## src/hw/rtl/arfp_pkg.sv

```systemverilog
// Shared types and character constants for the ASCII request frame parser.
// Used by the interfaces, the front and back modules and the top level.
// No dependencies.
package arfp_pkg;

    localparam int CFG_IDX_W = 8;

    // Configuration register indexes.
    localparam logic [CFG_IDX_W-1:0] CFG_STATION_ADDRESS = 8'd0;
    localparam logic [CFG_IDX_W-1:0] CFG_REGISTER_COUNT  = 8'd1;

    // Characters with a meaning of their own.
    localparam logic [7:0] CHAR_COLON = 8'h3A;
    localparam logic [7:0] CHAR_CR    = 8'h0D;
    localparam logic [7:0] CHAR_LF    = 8'h0A;
    localparam logic [7:0] CHAR_TAB   = 8'd9;
    localparam logic [7:0] CHAR_SPACE = 8'd32;

    // Function codes accepted in a request.
    localparam logic [7:0] FUNC_READ  = 8'd3;
    localparam logic [7:0] FUNC_WRITE = 8'd6;

    // Result kinds and exception codes.
    localparam logic       KIND_FRAME     = 1'b0;
    localparam logic       KIND_EXCEPTION = 1'b1;
    localparam logic [1:0] EXC_ILLEGAL_FUNCTION = 2'd0;
    localparam logic [1:0] EXC_ILLEGAL_ADDRESS  = 2'd1;
    localparam logic [1:0] EXC_ILLEGAL_VALUE    = 2'd2;

    // Class of one received character after the front end.
    typedef enum logic [2:0] {
        TOK_COLON,
        TOK_HEX,
        TOK_CR,
        TOK_LF,
        TOK_OTHER
    } tok_kind_t;

    // Nibble is 15 for every character that is not an upper-case hex digit.
    typedef struct packed {
        tok_kind_t  kind;
        logic [3:0] nibble;
    } token_t;

    typedef struct packed {
        logic [7:0] station_address;
        logic [7:0] register_count;
    } cfg_t;

endpackage

```

## src/hw/rtl/arfp_if.sv

```systemverilog
// Channel interfaces of the ASCII request frame parser: received characters,
// results and configuration writes. Depends on arfp_pkg.
interface arfp_rx_if;
    logic       valid;
    logic       ready;
    logic [7:0] rx_byte;

    modport source (output valid, output rx_byte, input ready);
    modport sink   (input valid, input rx_byte, output ready);
endinterface


```

## src/hw/rtl/arfp_front.sv

```systemverilog
// Front end: classifies each received character into a token and drops
// tabs and spaces. Depends on arfp_pkg and arfp_if.
module arfp_front
    import arfp_pkg::*;
(
    arfp_rx_if.sink rx,
    output logic    tok_valid,
    output token_t  tok,
    input  logic    tok_ready
);

    logic skip;

    assign skip      = (rx.rx_byte == CHAR_TAB) || (rx.rx_byte == CHAR_SPACE);
    assign tok_valid = rx.valid && !skip;
    assign rx.ready  = tok_ready;

    always_comb
    begin
        tok.nibble = 4'hF;
        if (rx.rx_byte >= 8'h30 && rx.rx_byte <= 8'h39)
        begin
            tok.kind   = TOK_HEX;
            tok.nibble = 4'(rx.rx_byte - 8'h30);
        end
        else if (rx.rx_byte >= 8'h41 && rx.rx_byte <= 8'h46)
        begin
            tok.kind   = TOK_HEX;
            tok.nibble = 4'(rx.rx_byte - 8'h37);
        end
        else if (rx.rx_byte == CHAR_COLON)
        begin
            tok.kind = TOK_COLON;
        end
        else if (rx.rx_byte == CHAR_CR)
        begin
            tok.kind = TOK_CR;
        end
        else if (rx.rx_byte == CHAR_LF)
        begin
            tok.kind = TOK_LF;
        end
        else
        begin
            tok.kind = TOK_OTHER;
        end
    end

endmodule

```

## src/flat_wrapper.sv

```systemverilog
// flat-port wrapper written by rule: the top's interface ports become plain ports
module arfp_front_flat import arfp_pkg::*;
  (tok_valid, tok, tok_ready, rx_valid, rx_rx_byte, rx_ready);
  arfp_rx_if rx_i ();
  output logic tok_valid;
  output token_t tok;
  input  logic tok_ready;
  input wire logic [$bits(rx_i.valid)-1:0] rx_valid;
  input wire logic [$bits(rx_i.rx_byte)-1:0] rx_rx_byte;
  output wire logic [$bits(rx_i.ready)-1:0] rx_ready;
  assign rx_i.valid = rx_valid;
  assign rx_i.rx_byte = rx_rx_byte;
  assign rx_ready = rx_i.ready;
  arfp_front u_core (.rx(rx_i), .tok_valid(tok_valid), .tok(tok), .tok_ready(tok_ready));
endmodule
```

## config.mk

```make
export PLATFORM = sky130hd
export DESIGN_NAME = arfp_front_flat
export DESIGN_NICKNAME = d
export VERILOG_FILES = /design/src/hw/rtl/arfp_pkg.sv /design/src/hw/rtl/arfp_if.sv /design/src/hw/rtl/arfp_front.sv /design/src/flat_wrapper.sv
export SDC_FILE = /design/constraint.sdc
export NUM_CORES = 1
export LEC_CHECK = 0
export ABC_AREA = 1
export BUFFER_PORTS_ARGS = -buffer_cell sky130_fd_sc_hd__buf_2
export CAP_MARGIN = 20
export CORE_UTILIZATION = 25
export DETAILED_ROUTE_END_ITERATION = 16
export RECOVER_POWER = 25
export SLEW_MARGIN = 20
export SYNTH_ARGS = -nofsm -noshare
export SYNTH_HDL_FRONTEND = slang
export SYNTH_SLANG_ARGS = --single-unit
export TNS_END_PERCENT = 100
```

## constraint.sdc

```tcl
create_clock -name vclk -period 1.7
set_clock_uncertainty 0.05 [all_clocks]
set_input_delay 0 -clock vclk [all_inputs]
set_output_delay 0 -clock vclk [all_outputs]
set_load 0.1 [all_outputs]
```

==> qor.yml <==
grt:
  grt.total_usage_pct: 11.9
  antenna_found_initial: 0
  grt_use_met3_pct: 0
  grt_max_degree: 8
  met2_usage_pct: 21.4
  grtUsageMet1_pct: 16.7
  grt_first_pass_wirelength_um: 1410
  top_usage_layer: "met2"
  grt_overflow: 0
  grt_pass1_vias: 365
placed_design:
  dp_hpwl_um: 747
  dp_slack_ns: 0.318
  numPortBuffers: 17
  dp_cells: 99
  gp_congestion: 0.820
sta:
  fin_crit_sh_pct: 81.1
  min_period_ns: 1.38
  setup_ws_ns: 0.321
  relSlewSlack_pct: 35.2
  hold_viol_final: 0
  setup_violations: 0
  report.final.slew_viol_count: 0
  rsz0062_at_grt: "no"
  setup_tns_ns: 0
  max_freq_mhz: 725
  fin_hold_ws_ns: 0.428
  worst_slew_pin_slew_ns: 0.969
floorplan:
  core_area_sq_um: 1350
  die_w_um: 40.6
  initial_utilization_pct: 27.6
  die_area_sq_um: 1650
  rows: 13
  ioPinCount: 19
  die_y_um: 40.6
synth:
  syn_area_per_cell_sq_um: 5.40
  synth_top_family_by_area: "simple AND/OR/NAND/NOR gates"
  synth_compound_area_share_pct: 10.4
  syn_nets: 84
  synth.top_cell.area_share_pct: 16.8
  ys_warn_count: 0
  synth_xor_area_share_pct: 4.70
  synth_area_leaders: "ha_1 17%, nand2_1 16%, nor2_1 12%"
  synth-simple-area-share_pct: 52.0
  syn_area_sq_um: 373
  synth_fa_ha_area_share_pct: 16.8
  synth.area.mux_share_pct: 0
  yosysSeqAreaShare_pct: 0
  synth.largest_area_cell: "ha_1"
  synth_cell_types: 18
  syn-instance-count: 69
clock_network:
  postCtsSetupRepairBufs: 0
  cts_resized: 0
final_layout:
  layout.cells.non_filler: 100
  layout_commonest_cell: "nand2_1"
  post-route-util_pct: 41.4
  antenna_cells: 0
  nets: 102
  area_growth_pct: 50.0
  drive_gt1_share_pct: 38.8
  final_cell_mix: "16 x nand2_1, 12 x buf_2, 9 x inv_1, 8 x nor2_1, 7 x nor2_2"
  ff_latch_area_sq_um: 0
  n_sequential_cell: 0
  clockBufferCount: 0
route:
  vias: 447
  dr.pass1.iters: 4
  wl_per_cell_um: 8.51
  drt-total-wl_um: 851
  drt_iter0_drc: 12
  ant_nets: 0
  drc: 0
  avgViaCountPerCell: 4.47
worst_setup_path:
  cp.required_ns: 1.65
  critPathKind: "input pin to output port"
  startpoint: "rx_rx_byte[1]"
  worstPathArrival_ns: 1.33
  end_kind: "output port"
  critPathMaxFanout: 4
  slowest_stage: "buf_2"
  crit_path_cell_trace: "buf_2 > inv_1 > ha_1 > nor2_1 > a21oi_2 > nand2_2 > nor2_1 > nor2_2 > buf_2"
  startpoint_type: "input pin"
  slowest_delay_ns: 0.42
status:
  outcome: "finished, final reports clean"
worst_hold_path:
  hold_path.class: "input pin to output port"
  min_from: "rx_rx_byte[2]"
job:
  cap_viol_max_count: 0
power:
  peakVddDrop_mv: 0.0768
  p_leak_nw: 0.281
  power_density_nw_per_um2: 252
## worst paths after layout
| path | endpoint | slack (ns) | cells after the start |
|---|---|---|---|
| setup / recovery | tok[3] | 0.32 | 9 |
| hold / removal | tok[2] | 0.43 | 4 |
## cell usage after synthesis, drive strengths merged
master  instances
nand2          17
nor2           15
inv            12
nand3           7
ha              5
a21oi           3
buf             2
nand4           2
and2            1
nor3            1
o211ai          1
o21ai           1
xnor2           1
xor2            1
## metal layers
layer | up-vias | share of wire (%)
met5 | - | 0
li1 | 248 | -
met4 | 0 | 0
met1 | 179 | 51
met3 | 0 | 5.2
met2 | 20 | 44
## area by class of cell
type | count | area, sq um
Fill cell | 144 | 791
Inverter | 12 | 50.0
Multi-Input combinational cell | 55 | 335
Tap cell | 15 | 18.8
Timing Repair Buffer | 18 | 155
## logic make-up (layout without fill, tap and decap cells)
kind of cell / after synthesis / count (layout)
xor gates and xnor gates: 2 / 2
and+or+nand+nor: 43 / 43
buffers and inverters: 14 / 30
AOI/OAI and AO/OA: 5 / 5
adders and majority gates: 5 / 5
## timing repair
action,CTS,global route
setup endpoints to repair,0,0
endpoints found under the hold margin,1,0
hold buffers,1,0
## where the power goes
group	total [mW]	switching (mW)	internal [mW]
Combinational	0.141	0.100	0.0404
Clock	0	0	0
Sequential	0	0	0
Total	0.141	0.100	0.0404
## through the flow
step                      total power, mW  cell area, sq um
after detailed placement            0.129               549
after global placement              0.130               549
after floorplan                     0.103               408
after CTS                           0.141               559
after global routing                0.152               559
final                               0.141               559
## worst max-delay path: cells and delay by family
kind | cells | cell delay, ns
buffers and inverters | 3 | 0.65
adder cells (fa/ha/maj) | 1 | 0.23
AND/OR/NAND/NOR | 4 | 0.37
AO/OA/AOI/OAI | 1 | 0.09
No activity file was read; power rests on OpenSTA's default activity.
