**config.mk**
```make
export PLATFORM = sky130hd
export DESIGN_NAME = arfp_queue
export DESIGN_NICKNAME = d
export VERILOG_FILES = /design/src/hw/rtl/arfp_pkg.sv /design/src/hw/rtl/arfp_queue.sv
export SDC_FILE = /design/constraint.sdc
export NUM_CORES = 1
export LEC_CHECK = 0
export BUFFER_PORTS_ARGS = -buffer_cell sky130_fd_sc_hd__clkbuf_2
export CAP_MARGIN = 20
export CORE_MARGIN = 5
export CORE_UTILIZATION = 30
export CTS_BUF_LIST = sky130_fd_sc_hd__clkbuf_8
export DETAILED_ROUTE_END_ITERATION = 10
export GPL_ROUTABILITY_DRIVEN = 0
export GPL_TIMING_DRIVEN = 0
export MAX_ROUTING_LAYER = met4
export SETUP_SLACK_MARGIN = 0.2
export SYNTH_ARGS = -nofsm -noshare
export SYNTH_HDL_FRONTEND = slang
export SYNTH_SLANG_ARGS = --single-unit
```
**constraint.sdc**
```tcl
create_clock -name clk -period 1.2 [get_ports clk]
set_input_delay 0.36 -clock clk [delete_from_list [all_inputs] [get_ports clk]]
set_output_delay 0.36 -clock clk [all_outputs]
set_load 0.01 [all_outputs]
```
**src/hw/rtl/arfp_pkg.sv**
```systemverilog
// Shared types and character constants for the ASCII request frame parser.
// Used by the interfaces, the front and back modules and the top level.
// No dependencies.
package arfp_pkg;

    localparam int CFG_IDX_W = 8;

    // Configuration register indexes.
    localparam logic [CFG_IDX_W-1:0] CFG_STATION_ADDRESS = 8'd0;
    localparam logic [CFG_IDX_W-1:0] CFG_REGISTER_COUNT  = 8'd1;

    // Characters with a meaning of their own.
    localparam logic [7:0] CHAR_COLON = 8'h3A;
    localparam logic [7:0] CHAR_CR    = 8'h0D;
    localparam logic [7:0] CHAR_LF    = 8'h0A;
    localparam logic [7:0] CHAR_TAB   = 8'd9;
    localparam logic [7:0] CHAR_SPACE = 8'd32;

    // Function codes accepted in a request.
    localparam logic [7:0] FUNC_READ  = 8'd3;
    localparam logic [7:0] FUNC_WRITE = 8'd6;

    // Result kinds and exception codes.
    localparam logic       KIND_FRAME     = 1'b0;
    localparam logic       KIND_EXCEPTION = 1'b1;
    localparam logic [1:0] EXC_ILLEGAL_FUNCTION = 2'd0;
    localparam logic [1:0] EXC_ILLEGAL_ADDRESS  = 2'd1;
    localparam logic [1:0] EXC_ILLEGAL_VALUE    = 2'd2;

    // Class of one received character after the front end.
    typedef enum logic [2:0] {
        TOK_COLON,
        TOK_HEX,
        TOK_CR,
        TOK_LF,
        TOK_OTHER
    } tok_kind_t;

    // Nibble is 15 for every character that is not an upper-case hex digit.
    typedef struct packed {
        tok_kind_t  kind;
        logic [3:0] nibble;
    } token_t;

    typedef struct packed {
        logic [7:0] station_address;
        logic [7:0] register_count;
    } cfg_t;

endpackage

```
**src/hw/rtl/arfp_queue.sv**
```systemverilog
// Short token queue between the front end and the frame parser.
// Depends on arfp_pkg.
module arfp_queue
    import arfp_pkg::*;
#(
    parameter int DEPTH = 2
)
(
    input  logic   clk,
    input  logic   rst_n,
    input  logic   in_valid,
    output logic   in_ready,
    input  token_t in_tok,
    output logic   out_valid,
    input  logic   out_ready,
    output token_t out_tok
);

    localparam int PTR_W = (DEPTH > 1) ? $clog2(DEPTH) : 1;
    localparam int CNT_W = $clog2(DEPTH + 1);

    token_t             mem [DEPTH];
    logic [PTR_W-1:0]   wr_ptr_reg, wr_ptr_next;
    logic [PTR_W-1:0]   rd_ptr_reg, rd_ptr_next;
    logic [CNT_W-1:0]   count_reg, count_next;
    logic               push, pop;

    assign in_ready  = (count_reg != CNT_W'(DEPTH));
    assign out_valid = (count_reg != '0);
    assign push      = in_valid && in_ready;
    assign pop       = out_valid && out_ready;
    assign out_tok   = mem[rd_ptr_reg];

    always_comb
    begin
        wr_ptr_next = wr_ptr_reg;
        rd_ptr_next = rd_ptr_reg;
        count_next  = count_reg;
        if (push)
        begin
            wr_ptr_next = (wr_ptr_reg == PTR_W'(DEPTH - 1)) ? '0 : wr_ptr_reg + 1'b1;
        end
        if (pop)
        begin
            rd_ptr_next = (rd_ptr_reg == PTR_W'(DEPTH - 1)) ? '0 : rd_ptr_reg + 1'b1;
        end
        if (push && !pop)
        begin
            count_next = count_reg + 1'b1;
        end
        else if (pop && !push)
        begin
            count_next = count_reg - 1'b1;
        end
    end

    always_ff @(posedge clk or negedge rst_n)
    begin
        if (!rst_n)
        begin
            wr_ptr_reg <= '0;
            rd_ptr_reg <= '0;
            count_reg  <= '0;
        end
        else
        begin
            wr_ptr_reg <= wr_ptr_next;
            rd_ptr_reg <= rd_ptr_next;
            count_reg  <= count_next;
        end
    end

    always_ff @(posedge clk)
    begin
        if (push)
        begin
            mem[wr_ptr_reg] <= in_tok;
        end
    end

endmodule

```
==> results of run 1 <==
-- what timing repair did --
action,CTS,global route
endpoints found under the hold margin,4,0
pin swaps,4,5
cloned,0,0
resized for setup,4,16
buffers inserted,6,2
hold buffers,1,0
setup endpoints to repair,25,26
-- cell usage in the layout (no fill, tap or decap) --
master / count
edfxtp_1: 14
clkbuf_2: 13
buf_6: 12
mux2_4: 7
dfrtp_1: 4
clkbuf_8: 3
buf_4: 3
nand2_4: 2
xnor2_2: 2
xor2_1: 2
or2_4: 1
nand2b_4: 1
inv_2: 1
and3_4: 1
nor2_4: 1
xnor2_1: 1
nor2_1: 1
ha_4: 1
clkinv_1: 1
dlygate4sd3_1: 1
-- cells by family after synthesis --
group	after synthesis	synth area share, %
XOR/XNOR	5	6.12
adder cells (fa/ha/maj)	1	1.75
buffers and inverters	2	1.22
flip-flops	18	72.7
multiplexers	7	11.0
AND/OR/NAND/NOR	7	7.17
-- layer usage --
layer,GRT usage (%),vias up,routed length [um]
met5,-,-,0
met4,4.85,0,17
met3,2.85,2,94
met2,14.5,15,678
met1,8.46,208,476
li1,-,204,-
-- area by class of cell --
type                    instances  area [sq um]  share of cell area [%]
plain buffers                   1          11.3                    1.03
clock buffers                   3          41.3                    3.76
clock inverters                 1          3.75                   0.342
inverters                       1          3.75                   0.342
multi-input cells              20           260                    23.7
flip-flops and latches         18           520                    47.4
well taps                      28          35.0                    3.19
repair buffers                 28           221                    20.2
-- power by group through the flow --
stage	logic [W]	registers, W	clock network, W
after global placement	0.000952	0.000983	0
after floorplan	0.000727	0.000975	0
final	0.00141	0.000966	0.000406
after global routing	0.00151	0.000989	0.000456
after detailed placement	0.000970	0.000999	0
after CTS	0.00120	0.000964	0.000418
-- stage by stage --
step                hold WS, ns  cell area, sq um  total power, W  setup TNS, ns
finish                    0.299              1100         0.00279          -4.62
global route              0.289              1100         0.00296          -5.95
CTS                       0.297              1030         0.00258          -3.10
detailed placement        0.179               911         0.00197         -0.817
global placement          0.177               911         0.00194         -0.722
floorplan                0.0644               781         0.00170         -0.133
-- critical path, stage by stage, from the launching register on --
cell and delay, ns:
dfrtp_1 0.37, buf_6 0.15, mux2_4 0.30, buf_6 0.12
-- worst max-delay path by stage --
stage,cells past startpoint,start,to
floorplan,6,count_reg[0],count_reg[1]
global placement,6,count_reg[0],count_reg[1]
detailed placement,7,count_reg[0],count_reg[1]
CTS,3,rd_ptr_reg,out_tok[3]
global route,3,rd_ptr_reg,out_tok[3]
finish,3,rd_ptr_reg,out_tok[3]
==> impl_metrics.yaml, run 1 <==
layout:
  drive_gt1_share_pct: 66.7
  fillers: 205
  nets: 85
  n_antenna_cell: 0
  fin_cells: 100
  final_core_util_pct: 48.7
  largest_reg_flops: 14
  area_delta_synth_final_pct: 53.3
yosys:
  async_reset_ff_share_pct: 22.2
  synthCells: 40
  yosysMostFrequentCell: "edfxtp_1"
  synth-seq-cells: 18
  post_synth.cell_area_avg_sq_um: 17.9
  synth_common_cells: "edfxtp_1 (14), mux2_2 (7), dfrtp_1 (4), xnor2_1 (3)"
  syn-cell-area_sq_um: 716
  synth_top_area_share_pct: 58.7
  yosysWarnings: 0
  ys.flop_type: "edfxtp_1"
  synth_cell_types: 14
  synth_edf_count: 14
  syn_nets: 52
  synthTopCellsByArea: "edfxtp_1 (59%), dfrtp_1 (14%), mux2_2 (11%)"
  synth_seq_area_share_pct: 72.7
  synth_top_area_cell: "edfxtp_1"
grt:
  grt_pass1_vias: 479
  grt_max_degree: 11
  track_usage_pct: 8.54
  grt_pass1_wl_mm: 2.08
  antenna_found_initial: 0
  overflow: 0
worst_setup_path:
  crit_fanout: 8
  crit-reg2reg-launch: "count_reg[1]"
  cp-end-kind: "output pin"
  r2r_end: "count_reg[1]"
  critPathRequiredTime_ns: 0.84
  crit_type: "register to output pin"
  r2r_cells: 8
  crit_arrival_ns: 1.19
  reg2reg_slack_ns: -0.19
  crit_path_start_kind: "register"
clocking:
  htree_levels: 1
  clk_path_buf_depth: 2
  path_clk_slew_ns: 0.06
  clockRootBuffer: "clkbuf_8"
  cts.sinks: 18
  numCtsBuffers: 3
  clk-insertion-delay-late_ns: 0.25
  cts_tree: "done"
sta:
  fmax_ghz: 0.647
  finalHoldViolCount: 0
  timing.final.crit_share_pct: 129
  finalWorstSetupSlack_ns: -0.347
  drv_slew: 0
  relSlewSlack_pct: 84.3
  rsz0062_at_grt: "yes"
  setup_violations: 25
  tightest_slew_ns: 0.235
  skew_ns: 0.00122
  min_period_ns: 1.55
placed_design:
  dpl.cell_count: 87
  portBuffers: 19
  dpl_worst_slack_ns: -0.195
  dp_hpwl_um: 883
floorplanning:
  ios: 20
  placementRows: 17
  coreArea_sq_um: 2250
  start_util_pct: 31.7
  die_h_um: 58.8
  die_w_um: 58.8
  fp.dieArea_sq_um: 3460
min_path:
  min_to: "mem[0][2]"
  min_path_type: "input pin to register"
  hold_start: "in_tok[2]"
  hold_depth: 1
pwr:
  p_seq_share_pct: 34.7
  netSwitchingPower_w: 0.000824
  powerDensity_nw_per_um2: 2540
  vdd_ir_drop_max_uv: 1230
  p_leak_nw: 0.476
  clockPowerShare_pct: 14.6
  p_int_w: 0.00196
  power.share.switching_pct: 29.6
  combPwrFrac_pct: 50.7
route:
  drt_first_pass_iters: 2
  drt_iter0_markers: 2
  ant_nets: 0
  routedWlPerCell_um: 12.7
  vias_per_cell: 4.29
  wl_mm: 1.27
  num_vias: 429
  drc: 0
job:
  maxCapViolCount: 0
status:
  violations: "setup timing"
  outcome: "complete, but fails checks"
No activity file was read; power rests on OpenSTA's default activity.
==> run 2: changes to the inputs <==
--- a/config.mk
+++ b/config.mk
@@ -14,6 +14,7 @@
 export GPL_ROUTABILITY_DRIVEN = 0
 export GPL_TIMING_DRIVEN = 0
 export MAX_ROUTING_LAYER = met4
+export RECOVER_POWER = 100
 export SETUP_SLACK_MARGIN = 0.2
 export SYNTH_ARGS = -nofsm -noshare
 export SYNTH_HDL_FRONTEND = slang
==> impl_metrics.yaml, run 2 (synthesis gave the netlist of run 1 again) <==
grt:
  grt_pass1_vias: 479
  grt_max_degree: 11
  track_usage_pct: 8.54
  antenna_found_initial: 0
  grt_pass1_wl_mm: 2.08
  overflow: 0
sta:
  tightest_slew_ns: 0.293
  drv_slew: 0
  setup_violations: 25
  min_period_ns: 1.55
  fmax_ghz: 0.647
  relSlewSlack_pct: 80.5
  timing.final.crit_share_pct: 129
  finalWorstSetupSlack_ns: -0.346
  finalHoldViolCount: 0
  rsz0062_at_grt: "yes"
  skew_ns: 0.00133
worst_setup_path:
  slowest_delay_ns: 0.37
  crit-reg2reg-launch: "count_reg[0]"
  reg2reg_slack_ns: -0.28
  crit_path_start_kind: "register"
  critPathRequiredTime_ns: 0.84
  cpMostUsedCell: "buf_6"
  crit_arrival_ns: 1.19
  cp-end-kind: "output pin"
  crit_type: "register to output pin"
  crit_fanout: 8
  r2r_end: "count_reg[1]"
  r2r_cells: 7
  slowest_stage: "dfrtp_1"
  crit_chain: "buf_6, mux2_4, buf_6"
placed_design:
  place_area_sq_um: 911
  portBuffers: 19
  dpl.cell_count: 87
  dp_hpwl_um: 883
min_path:
  min_path_type: "input pin to register"
  hold_start: "in_tok[2]"
  min_to: "mem[0][2]"
  hold_depth: 1
layout:
  layout_common_cells: "edfxtp_1 (14), buf_6 (12), clkbuf_2 (10)"
  area_delta_synth_final_pct: 51.4
  fin_area_sq_um: 1080
  largest_reg_flops: 14
  final_common_cell: "edfxtp_1"
  fin_cells: 100
  drive_gt1_share_pct: 59.7
  n_antenna_cell: 0
  nets: 85
  fillers: 208
clocking:
  clk_path_buf_depth: 2
  clk-insertion-delay-late_ns: 0.25
  path_clk_slew_ns: 0.06
  cts.sinks: 18
  cts_tree: "done"
  numCtsBuffers: 3
  clockRootBuffer: "clkbuf_8"
  htree_levels: 1
status:
  outcome: "complete, but fails checks"
  violations: "setup timing"
route:
  routedWlPerCell_um: 12.7
  ant_nets: 0
  vias_per_cell: 4.29
  num_vias: 429
  drc: 0
  drt_first_pass_iters: 2
  drt_iter0_markers: 2
  wl_mm: 1.27
pwr:
  vdd_ir_drop_max_uv: 1170
  p_leak_nw: 0.459
  powerDensity_nw_per_um2: 2530
floorplanning:
  die_w_um: 58.8
  coreArea_sq_um: 2250
  placementRows: 17
  start_util_pct: 31.7
  die_h_um: 58.8
  ios: 20
  fp.dieArea_sq_um: 3460
job:
  maxCapViolCount: 0
## run 2: cell type report
| type | count | area (sq um) | share of cell area (%) |
|---|---|---|---|
| inverters | 1 | 3.75 | 0.346 |
| clock inverters | 1 | 3.75 | 0.346 |
| multi-input cells | 20 | 250 | 23.1 |
| clock buffers | 3 | 41.3 | 3.81 |
| well taps | 28 | 35.0 | 3.23 |
| plain buffers | 1 | 11.3 | 1.04 |
| repair buffers | 28 | 218 | 20.1 |
| flip-flops and latches | 18 | 520 | 48.0 |
## run 2: where the power goes
part / total [W] / switching (W) / internal, W
clock: 0.000407 / 0.000180 / 0.000227
combinational: 0.00137 / 0.000547 / 0.000819
sequential: 0.000963 / 0.0000859 / 0.000877
## run 2: timing repair
item / CTS / global route
pin swaps: 4 / 5
endpoints found under the setup margin: 25 / 26
hold endpoints to repair: 4 / 0
buffers inserted: 6 / 2
gates resized for setup: 4 / 16
hold buffers: 1 / 0
## run 2: per-stage QoR
stage / util [%] / worst slack [ns] / TNS [ns] / hold WS [ns] / power, W
after floorplan: - / -0.132 / -0.133 / 0.0644 / 0.00170
final: 48.1 / -0.346 / -6.52 / 0.300 / 0.00274
after global placement: 40.4 / -0.158 / -0.722 / 0.177 / 0.00194
after CTS: 45.5 / -0.361 / -3.10 / 0.297 / 0.00258
after global routing: 48.1 / -0.391 / -8.00 / 0.289 / 0.00290
after detailed placement: 40.4 / -0.195 / -0.817 / 0.179 / 0.00197
## run 2: critical path: cells and delay by family (launching register included)
kind                   cells  cell delay [ns]
flip-flops                 1             0.37
multiplexers               1             0.30
buffers and inverters      2             0.27
## run 2: worst max-delay path by stage
stage                 start           end  slack (ns)  cells past startpoint
2_1_floorplan  count_reg[0]  count_reg[1]       -0.13                      6
3_3_place_gp   count_reg[0]  count_reg[1]       -0.16                      6
3_5_place_dp   count_reg[0]  count_reg[1]       -0.19                      7
4_1_cts          rd_ptr_reg    out_tok[3]       -0.36                      3
5_1_grt          rd_ptr_reg    out_tok[3]       -0.39                      3
6_report         rd_ptr_reg    out_tok[3]       -0.35                      3
## run 2: routing by layer
metal	global-route usage, %	part of all wire, %
met5	-	0
met4	4.85	1.3
met3	2.85	7.3
met2	14.5	53
met1	8.46	38
