[config.mk]
export PLATFORM = sky130hd
export DESIGN_NAME = arfp_back_flat
export DESIGN_NICKNAME = d
export VERILOG_FILES = /design/src/hw/rtl/arfp_pkg.sv /design/src/hw/rtl/arfp_if.sv /design/src/hw/rtl/arfp_back.sv /design/src/flat_wrapper.sv
export SDC_FILE = /design/constraint.sdc
export NUM_CORES = 1
export LEC_CHECK = 0
export BUFFER_PORTS_ARGS = -buffer_cell sky130_fd_sc_hd__buf_2
export CORE_MARGIN = 10
export CORE_UTILIZATION = 52
export CTS_CLUSTER_SIZE = 24
export DETAILED_ROUTE_END_ITERATION = 7
export GPL_ROUTABILITY_DRIVEN = 0
export HOLD_SLACK_MARGIN = 0.15
export PLACE_DENSITY = 0.76
export SYNTH_ARGS = -nofsm -noshare
export SYNTH_HDL_FRONTEND = slang
export SYNTH_SLANG_ARGS = --single-unit
[constraint.sdc]
create_clock -name clk -period 3.7 [get_ports clk]
set_input_delay 0.37 -clock clk [delete_from_list [all_inputs] [get_ports clk]]
set_output_delay 0.37 -clock clk [all_outputs]
set_load 0.1 [all_outputs]
[src/hw/rtl/arfp_pkg.sv]
// Shared types and character constants for the ASCII request frame parser.
// Used by the interfaces, the front and back modules and the top level.
// No dependencies.
package arfp_pkg;

    localparam int CFG_IDX_W = 8;

    // Configuration register indexes.
    localparam logic [CFG_IDX_W-1:0] CFG_STATION_ADDRESS = 8'd0;
    localparam logic [CFG_IDX_W-1:0] CFG_REGISTER_COUNT  = 8'd1;

    // Characters with a meaning of their own.
    localparam logic [7:0] CHAR_COLON = 8'h3A;
    localparam logic [7:0] CHAR_CR    = 8'h0D;
    localparam logic [7:0] CHAR_LF    = 8'h0A;
    localparam logic [7:0] CHAR_TAB   = 8'd9;
    localparam logic [7:0] CHAR_SPACE = 8'd32;

    // Function codes accepted in a request.
    localparam logic [7:0] FUNC_READ  = 8'd3;
    localparam logic [7:0] FUNC_WRITE = 8'd6;

    // Result kinds and exception codes.
    localparam logic       KIND_FRAME     = 1'b0;
    localparam logic       KIND_EXCEPTION = 1'b1;
    localparam logic [1:0] EXC_ILLEGAL_FUNCTION = 2'd0;
    localparam logic [1:0] EXC_ILLEGAL_ADDRESS  = 2'd1;
    localparam logic [1:0] EXC_ILLEGAL_VALUE    = 2'd2;

    // Class of one received character after the front end.
    typedef enum logic [2:0] {
        TOK_COLON,
        TOK_HEX,
        TOK_CR,
        TOK_LF,
        TOK_OTHER
    } tok_kind_t;

    // Nibble is 15 for every character that is not an upper-case hex digit.
    typedef struct packed {
        tok_kind_t  kind;
        logic [3:0] nibble;
    } token_t;

    typedef struct packed {
        logic [7:0] station_address;
        logic [7:0] register_count;
    } cfg_t;

endpackage

[src/hw/rtl/arfp_if.sv]


interface arfp_res_if;
    logic        valid;
    logic        ready;
    logic        result_kind;
    logic [1:0]  exception_code;
    logic [7:0]  function_code;
    logic [7:0]  register_address;
    logic [15:0] data_value;

    modport source (output valid, output result_kind, output exception_code,
                    output function_code, output register_address,
                    output data_value, input ready);
    modport sink   (input valid, input result_kind, input exception_code,
                    input function_code, input register_address,
                    input data_value, output ready);
endinterface


[src/hw/rtl/arfp_back.sv]
// Frame parser: walks the tokens through the frame fields, checks station,
// function, address, LRC and the closing CR and LF, and holds each result in
// an output register. Depends on arfp_pkg and arfp_if.
module arfp_back
    import arfp_pkg::*;
(
    input  logic           clk,
    input  logic           rst_n,
    input  cfg_t           cfg,
    input  logic           tok_valid,
    output logic           tok_ready,
    input  token_t         tok,
    arfp_res_if.source     res
);

    typedef enum logic [3:0] {
        PH_IDLE,
        PH_STN,
        PH_FUNC,
        PH_ADRH,
        PH_ADRL,
        PH_VALH,
        PH_VALL,
        PH_LRC,
        PH_CR,
        PH_LF
    } phase_t;

    phase_t      phase_reg, phase_next;
    logic        high_reg, high_next;
    logic [3:0]  held_reg, held_next;
    logic [7:0]  func_reg, func_next;
    logic [7:0]  addr_reg, addr_next;
    logic [15:0] value_reg, value_next;
    logic [7:0]  lrc_reg, lrc_next;

    logic        out_valid_reg;
    logic        out_kind_reg;
    logic [1:0]  out_code_reg;
    logic [7:0]  out_func_reg;
    logic [7:0]  out_addr_reg;
    logic [15:0] out_value_reg;

    logic        take;
    logic        emit;
    logic        emit_kind;
    logic [1:0]  emit_code;
    logic [7:0]  byte_val;

    assign tok_ready = !out_valid_reg || res.ready;
    assign take      = tok_valid && tok_ready;
    // A non-hex character in the low position forces the whole byte to all ones.
    assign byte_val  = (tok.kind == TOK_HEX) ? {held_reg, tok.nibble} : 8'hFF;

    always_comb
    begin
        phase_next = phase_reg;
        high_next  = high_reg;
        held_next  = held_reg;
        func_next  = func_reg;
        addr_next  = addr_reg;
        value_next = value_reg;
        lrc_next   = lrc_reg;
        emit       = 1'b0;
        emit_kind  = KIND_EXCEPTION;
        emit_code  = EXC_ILLEGAL_VALUE;
        if (tok.kind == TOK_COLON)
        begin
            phase_next = PH_STN;
            high_next  = 1'b1;
            func_next  = '0;
            addr_next  = '0;
            value_next = '0;
            lrc_next   = '0;
        end
        else if (phase_reg == PH_CR)
        begin
            if (tok.kind == TOK_CR)
            begin
                phase_next = PH_LF;
            end
            else
            begin
                emit = 1'b1;
            end
        end
        else if (phase_reg == PH_LF)
        begin
            emit = 1'b1;
            if (tok.kind == TOK_LF)
            begin
                emit_kind = KIND_FRAME;
                emit_code = '0;
            end
        end
        else if (phase_reg == PH_IDLE || phase_reg > PH_LRC)
        begin
            phase_next = PH_IDLE;
        end
        else if (high_reg)
        begin
            high_next = 1'b0;
            held_next = tok.nibble;
        end
        else
        begin
            high_next = 1'b1;
            lrc_next  = lrc_reg + byte_val;
            unique case (phase_reg)
                PH_STN:
                begin
                    phase_next = (byte_val == cfg.station_address) ? PH_FUNC : PH_IDLE;
                end
                PH_FUNC:
                begin
                    func_next = byte_val;
                    if (byte_val == FUNC_READ || byte_val == FUNC_WRITE)
                    begin
                        phase_next = PH_ADRH;
                    end
                    else
                    begin
                        emit      = 1'b1;
                        emit_code = EXC_ILLEGAL_FUNCTION;
                    end
                end
                PH_ADRH:
                begin
                    if (byte_val != 8'h00)
                    begin
                        emit      = 1'b1;
                        emit_code = EXC_ILLEGAL_ADDRESS;
                    end
                    else
                    begin
                        phase_next = PH_ADRL;
                    end
                end
                PH_ADRL:
                begin
                    addr_next = byte_val;
                    if (byte_val >= cfg.register_count)
                    begin
                        emit      = 1'b1;
                        emit_code = EXC_ILLEGAL_ADDRESS;
                    end
                    else
                    begin
                        phase_next = PH_VALH;
                    end
                end
                PH_VALH:
                begin
                    value_next = {byte_val, 8'h00};
                    phase_next = PH_VALL;
                end
                PH_VALL:
                begin
                    value_next = {value_reg[15:8], byte_val};
                    phase_next = PH_LRC;
                end
                default:
                begin
                    // The LRC byte must be the two's complement of the byte sum.
                    lrc_next = lrc_reg;
                    if (8'(~lrc_reg + 8'd1) != byte_val)
                    begin
                        emit = 1'b1;
                    end
                    else
                    begin
                        phase_next = PH_CR;
                    end
                end
            endcase
        end
        if (emit)
        begin
            phase_next = PH_IDLE;
        end
    end

    always_ff @(posedge clk or negedge rst_n)
    begin
        if (!rst_n)
        begin
            phase_reg     <= PH_IDLE;
            high_reg      <= 1'b1;
            held_reg      <= '0;
            func_reg      <= '0;
            addr_reg      <= '0;
            value_reg     <= '0;
            lrc_reg       <= '0;
            out_valid_reg <= 1'b0;
        end
        else
        begin
            if (take)
            begin
                phase_reg <= phase_next;
                high_reg  <= high_next;
                held_reg  <= held_next;
                func_reg  <= func_next;
                addr_reg  <= addr_next;
                value_reg <= value_next;
                lrc_reg   <= lrc_next;
            end
            if (tok_ready)
            begin
                out_valid_reg <= take && emit;
            end
        end
    end

    always_ff @(posedge clk)
    begin
        if (take && emit)
        begin
            out_kind_reg  <= emit_kind;
            out_code_reg  <= emit_code;
            out_func_reg  <= func_next;
            out_addr_reg  <= addr_next;
            out_value_reg <= value_next;
        end
    end

    assign res.valid            = out_valid_reg;
    assign res.result_kind      = out_kind_reg;
    assign res.exception_code   = out_code_reg;
    assign res.function_code    = out_func_reg;
    assign res.register_address = out_addr_reg;
    assign res.data_value       = out_value_reg;

endmodule

[src/flat_wrapper.sv]
// flat-port wrapper written by rule: the top's interface ports become plain ports
module arfp_back_flat import arfp_pkg::*;
  (clk, rst_n, cfg, tok_valid, tok_ready, tok, res_valid, res_result_kind, res_exception_code, res_function_code, res_register_address, res_data_value, res_ready);
  arfp_res_if res_i ();
  input  logic clk;
  input  logic rst_n;
  input  cfg_t cfg;
  input  logic tok_valid;
  output logic tok_ready;
  input  token_t tok;
  output wire logic [$bits(res_i.valid)-1:0] res_valid;
  output wire logic [$bits(res_i.result_kind)-1:0] res_result_kind;
  output wire logic [$bits(res_i.exception_code)-1:0] res_exception_code;
  output wire logic [$bits(res_i.function_code)-1:0] res_function_code;
  output wire logic [$bits(res_i.register_address)-1:0] res_register_address;
  output wire logic [$bits(res_i.data_value)-1:0] res_data_value;
  input wire logic [$bits(res_i.ready)-1:0] res_ready;
  assign res_valid = res_i.valid;
  assign res_result_kind = res_i.result_kind;
  assign res_exception_code = res_i.exception_code;
  assign res_function_code = res_i.function_code;
  assign res_register_address = res_i.register_address;
  assign res_data_value = res_i.data_value;
  assign res_i.ready = res_ready;
  arfp_back u_core (.clk(clk), .rst_n(rst_n), .cfg(cfg), .tok_valid(tok_valid), .tok_ready(tok_ready), .tok(tok), .res(res_i));
endmodule
==> summary.txt <==
Min path
  • Hold_sp: tok[1]
  • Hold path depth: 2
  • Hold EP: u_core.held_reg[1]
  • Worst Hold Class: input port to register

Synth
  • XOR/XNOR Fraction of Synth Area: 4.33%
  • Simple-gate share of the synthesized area: around 16%
  • Mux cell area share after synthesis: around 5.5%
  • Synth top area share: about a quarter
  • Largest family of logic cells by synthesized area: simple AND/OR/NAND/NOR gates
  • Synth Flop Type: dfrtp_1
  • Post-synth top cells: nor2_1, dfrtp_1, nand2_1, edfxtp_1, clkbuf_1
  • Post-Syn Area: 0.00466 mm²
  • Compound-cell area share of the yosys netlist: 15.7%
  • Synth Warn #: 0
  • Post-Synthesis Cells: approximately 460
  • Adder-cell area share of the yosys netlist: under 10%
  • Synth area leader: dfrtp_1
  • Top-count cell post-synth: nor2_1
  • Asr flop ratio synth: 58.8%
  • Yosys reg bits: 85
  • Synth top area cells: dfrtp_1, edfxtp_1, mux2_2, nor2_1, ha_1
  • Syn_area_per_cell: 10.2 µm²
  • Post-synth EDFFs: 35
  • Netlist cell types: 59
  • Syn Nets: around 500
  • Register area share after synthesis: 49.5%

Outcome
  • Status: complete, no violations

Route
  • # DRC: 0
  • Vias per cell: 5.89
  • ANT nets after route: 0
  • Iteration-0 DRC Markers: 256
  • DR pass1 iterations: 5
  • DR WL/cell: 18.0 µm
  • DRT Wirelength: between 10 and 15 mm
  • Via count: between 3000 and 4000

Power
  • Comb power frac: between 40% and 50%
  • Flop pwr share: 37.7%
  • Clock power share: a little over an eighth
  • Leak: between 2 and 2.5 nW
  • Internal: about 2.4 mW
  • Pwr/cell area: a little over 800 mW/mm²
  • Peak VDD IR: 0.700 mV
  • Sw Share: 46.2%
  • Switching pwr: 2.03 mW

GRT
  • First-pass GRT wire length: roughly 19 mm
  • Largest net degree at the start of global routing: 61
  • Number of global-route vias before repair: ~3600
  • Initial antenna violation count: 0
  • Total GRT Usage: 17.6%
  • GRT overflow: 0

Critical path
  • Reg2Reg Depth: 9
  • Crit-path max FO: 35
  • Worst Path Required: around 3800 ps
  • Worst r2r src: u_core.phase_reg[2]
  • Worst Setup Start Kind: input port
  • Worst EP arrival: 3250 ps
  • Reg2reg setup slack: ~650 ps
  • Crit path capture type: register
  • Worst R2R End: u_core.res.register_address[6]
  • Setup Crit Path Kind: input port to register

STA
  • Worst Clk Skew: 11.8 ps
  • Fmax: 312 MHz
  • Relative slew slack: between 20% and 30%
  • Actual slew at the worst max-slew pin: between 1000 and 1500 ps
  • Slew Viols, Final: 0
  • Hold slack: ~280 ps
  • Final Cycle Share: a little under 90%
  • Final setup vio count: 0
  • Final hold vios: 0
  • Min Tclk post-route: between 3000 and 4000 ps
  • Setup tns final: 0 ps
  • Unrepaired setup endpoints after global routing: no

Clocking
  • CTS H-tree lvls: 3
  • Setup Buffers After CTS: 0
  • CTS tree: done
  • Clock sinks: 85
  • Root Driver: clkbuf_8
  • Skew-Pair Late Insertion Delay: between 300 and 400 ps
  • CTS Buf Count: 9
  • CTS max path bufs: 2
  • Clk slew on worst S/H paths: roughly 80 ps

Finish
  • Final net count: around 560
  • # diodes: 0
  • Area growth syn-to-layout: 14.4%
  • Share of layout cells above drive strength 1: 25.1%
  • Non-Filler Instances: 630

Floorplan
  • FP Rows: 34
  • Die width: about 110 µm
  • Die Y: ~110 µm
  • Core box area: approximately 0.0087 mm²
  • Die area: 0.0131 mm²
  • Initial Util: between 50 and 60%
  • IO Count: 64

Placed design
  • Dpl cells: between 600 and 700
  • Final HPWL DP: a little over 8 mm
  • Buffers on Ports: 63

Flow run
  • MaxCap Viol Count: 0
==> logic make-up (layout without fill, tap and decap cells) <==
family | count (synthesis) | after routing
buf+inv | 50 | 117
xor+xnor | 23 | 23
flops | 85 | 85
compound gates | 105 | 105
simple gates | 151 | 151
fa+ha+maj | 18 | 18
mux | 23 | 23
==> worst max path at each step <==
stage | startpoint | to | slack, ps | depth (start not counted)
5_1_grt | tok[5] | u_core.res.register_address[6] | 330 | 14
6_report | tok[5] | u_core.res.register_address[6] | 490 | 14
4_1_cts | tok[5] | u_core.res.register_address[6] | 520 | 14
3_3_place_gp | tok[5] | u_core.res.function_code[2] | 250 | 14
3_5_place_dp | tok[5] | u_core.res.data_value[1] | 140 | 14
2_1_floorplan | tok[5] | u_core.res.data_value[0] | 130 | 13
==> layout by cell type (no fill, tap or decap), drive strengths merged, types with 4 or more instances in the layout <==
master,instances
nor2,53
nand3,9
buf,77
nand2,46
xnor2,16
a211o,4
inv,25
xor2,7
nor3,11
mux2,22
nand2b,9
o21ai,19
dfrtp,49
o31ai,20
a22oi,10
a21oi,15
ha,14
clkbuf,9
edfxtp,35
or4,4
a211oi,17
nor3b,4
==> power by group through the flow <==
stage                     logic (mW)  registers, mW  clock network (mW)
final                           2.14           1.65               0.602
after global routing            2.33           1.69               0.652
after CTS                       2.14           1.64               0.614
after detailed placement        2.13           1.66                   0
after global placement          2.06           1.64                   0
after floorplan                 1.29           2.04                   0
==> final cells by class <==
type | instances | area, µm²
clock inverter | 7 | 55.1
inverter | 23 | 88.8
multi-input combinational | 320 | 2180
clock buffer | 9 | 124
tap | 108 | 135
fill | 729 | 3390
sequential | 85 | 2300
timing repair buffer | 78 | 443
==> per-layer routing <==
metal	up-vias	GRT usage (%)	wire length, µm	part of all wire, %
met4	0	5.35	178	1.6
met1	1803	22.2	4740	42
met5	-	0	0	0
li1	1776	-	-	-
met2	118	28.7	5660	50
met3	16	4.66	777	6.8
==> worst max-delay path, stage by stage <==
cell and delay, ps:
buf_2 140, or3b_1 570, nor2_1 210, inv_1 120
ha_1 300, nand4_1 120, nor4_1 260, nand2_1 110
o21a_1 190, nand3_1 80, a32o_2 240, nand3_1 160
nor2_4 140, buf_12 220
==> timing repair <==
item / CTS / global route
hold buffers: 1 / 0
gates resized for setup: 0 / 0
endpoints found under the hold margin: 17 / 0
==> through the flow <==
| step | utilization (%) | total power [mW] | setup WS, ps | cell area [µm²] |
|---|---|---|---|---|
| 2_1_floorplan | - | 3.33 | 127 | 4660 |
| 3_3_place_gp | 58.9 | 3.71 | 250 | 5140 |
| 3_5_place_dp | 58.9 | 3.79 | 142 | 5140 |
| 4_1_cts | 61.1 | 4.39 | 520 | 5330 |
| 5_1_grt | 61.1 | 4.68 | 329 | 5330 |
| 6_report | 61.1 | 4.39 | 494 | 5330 |
Note: power is estimated with default switching activity, not from simulation.
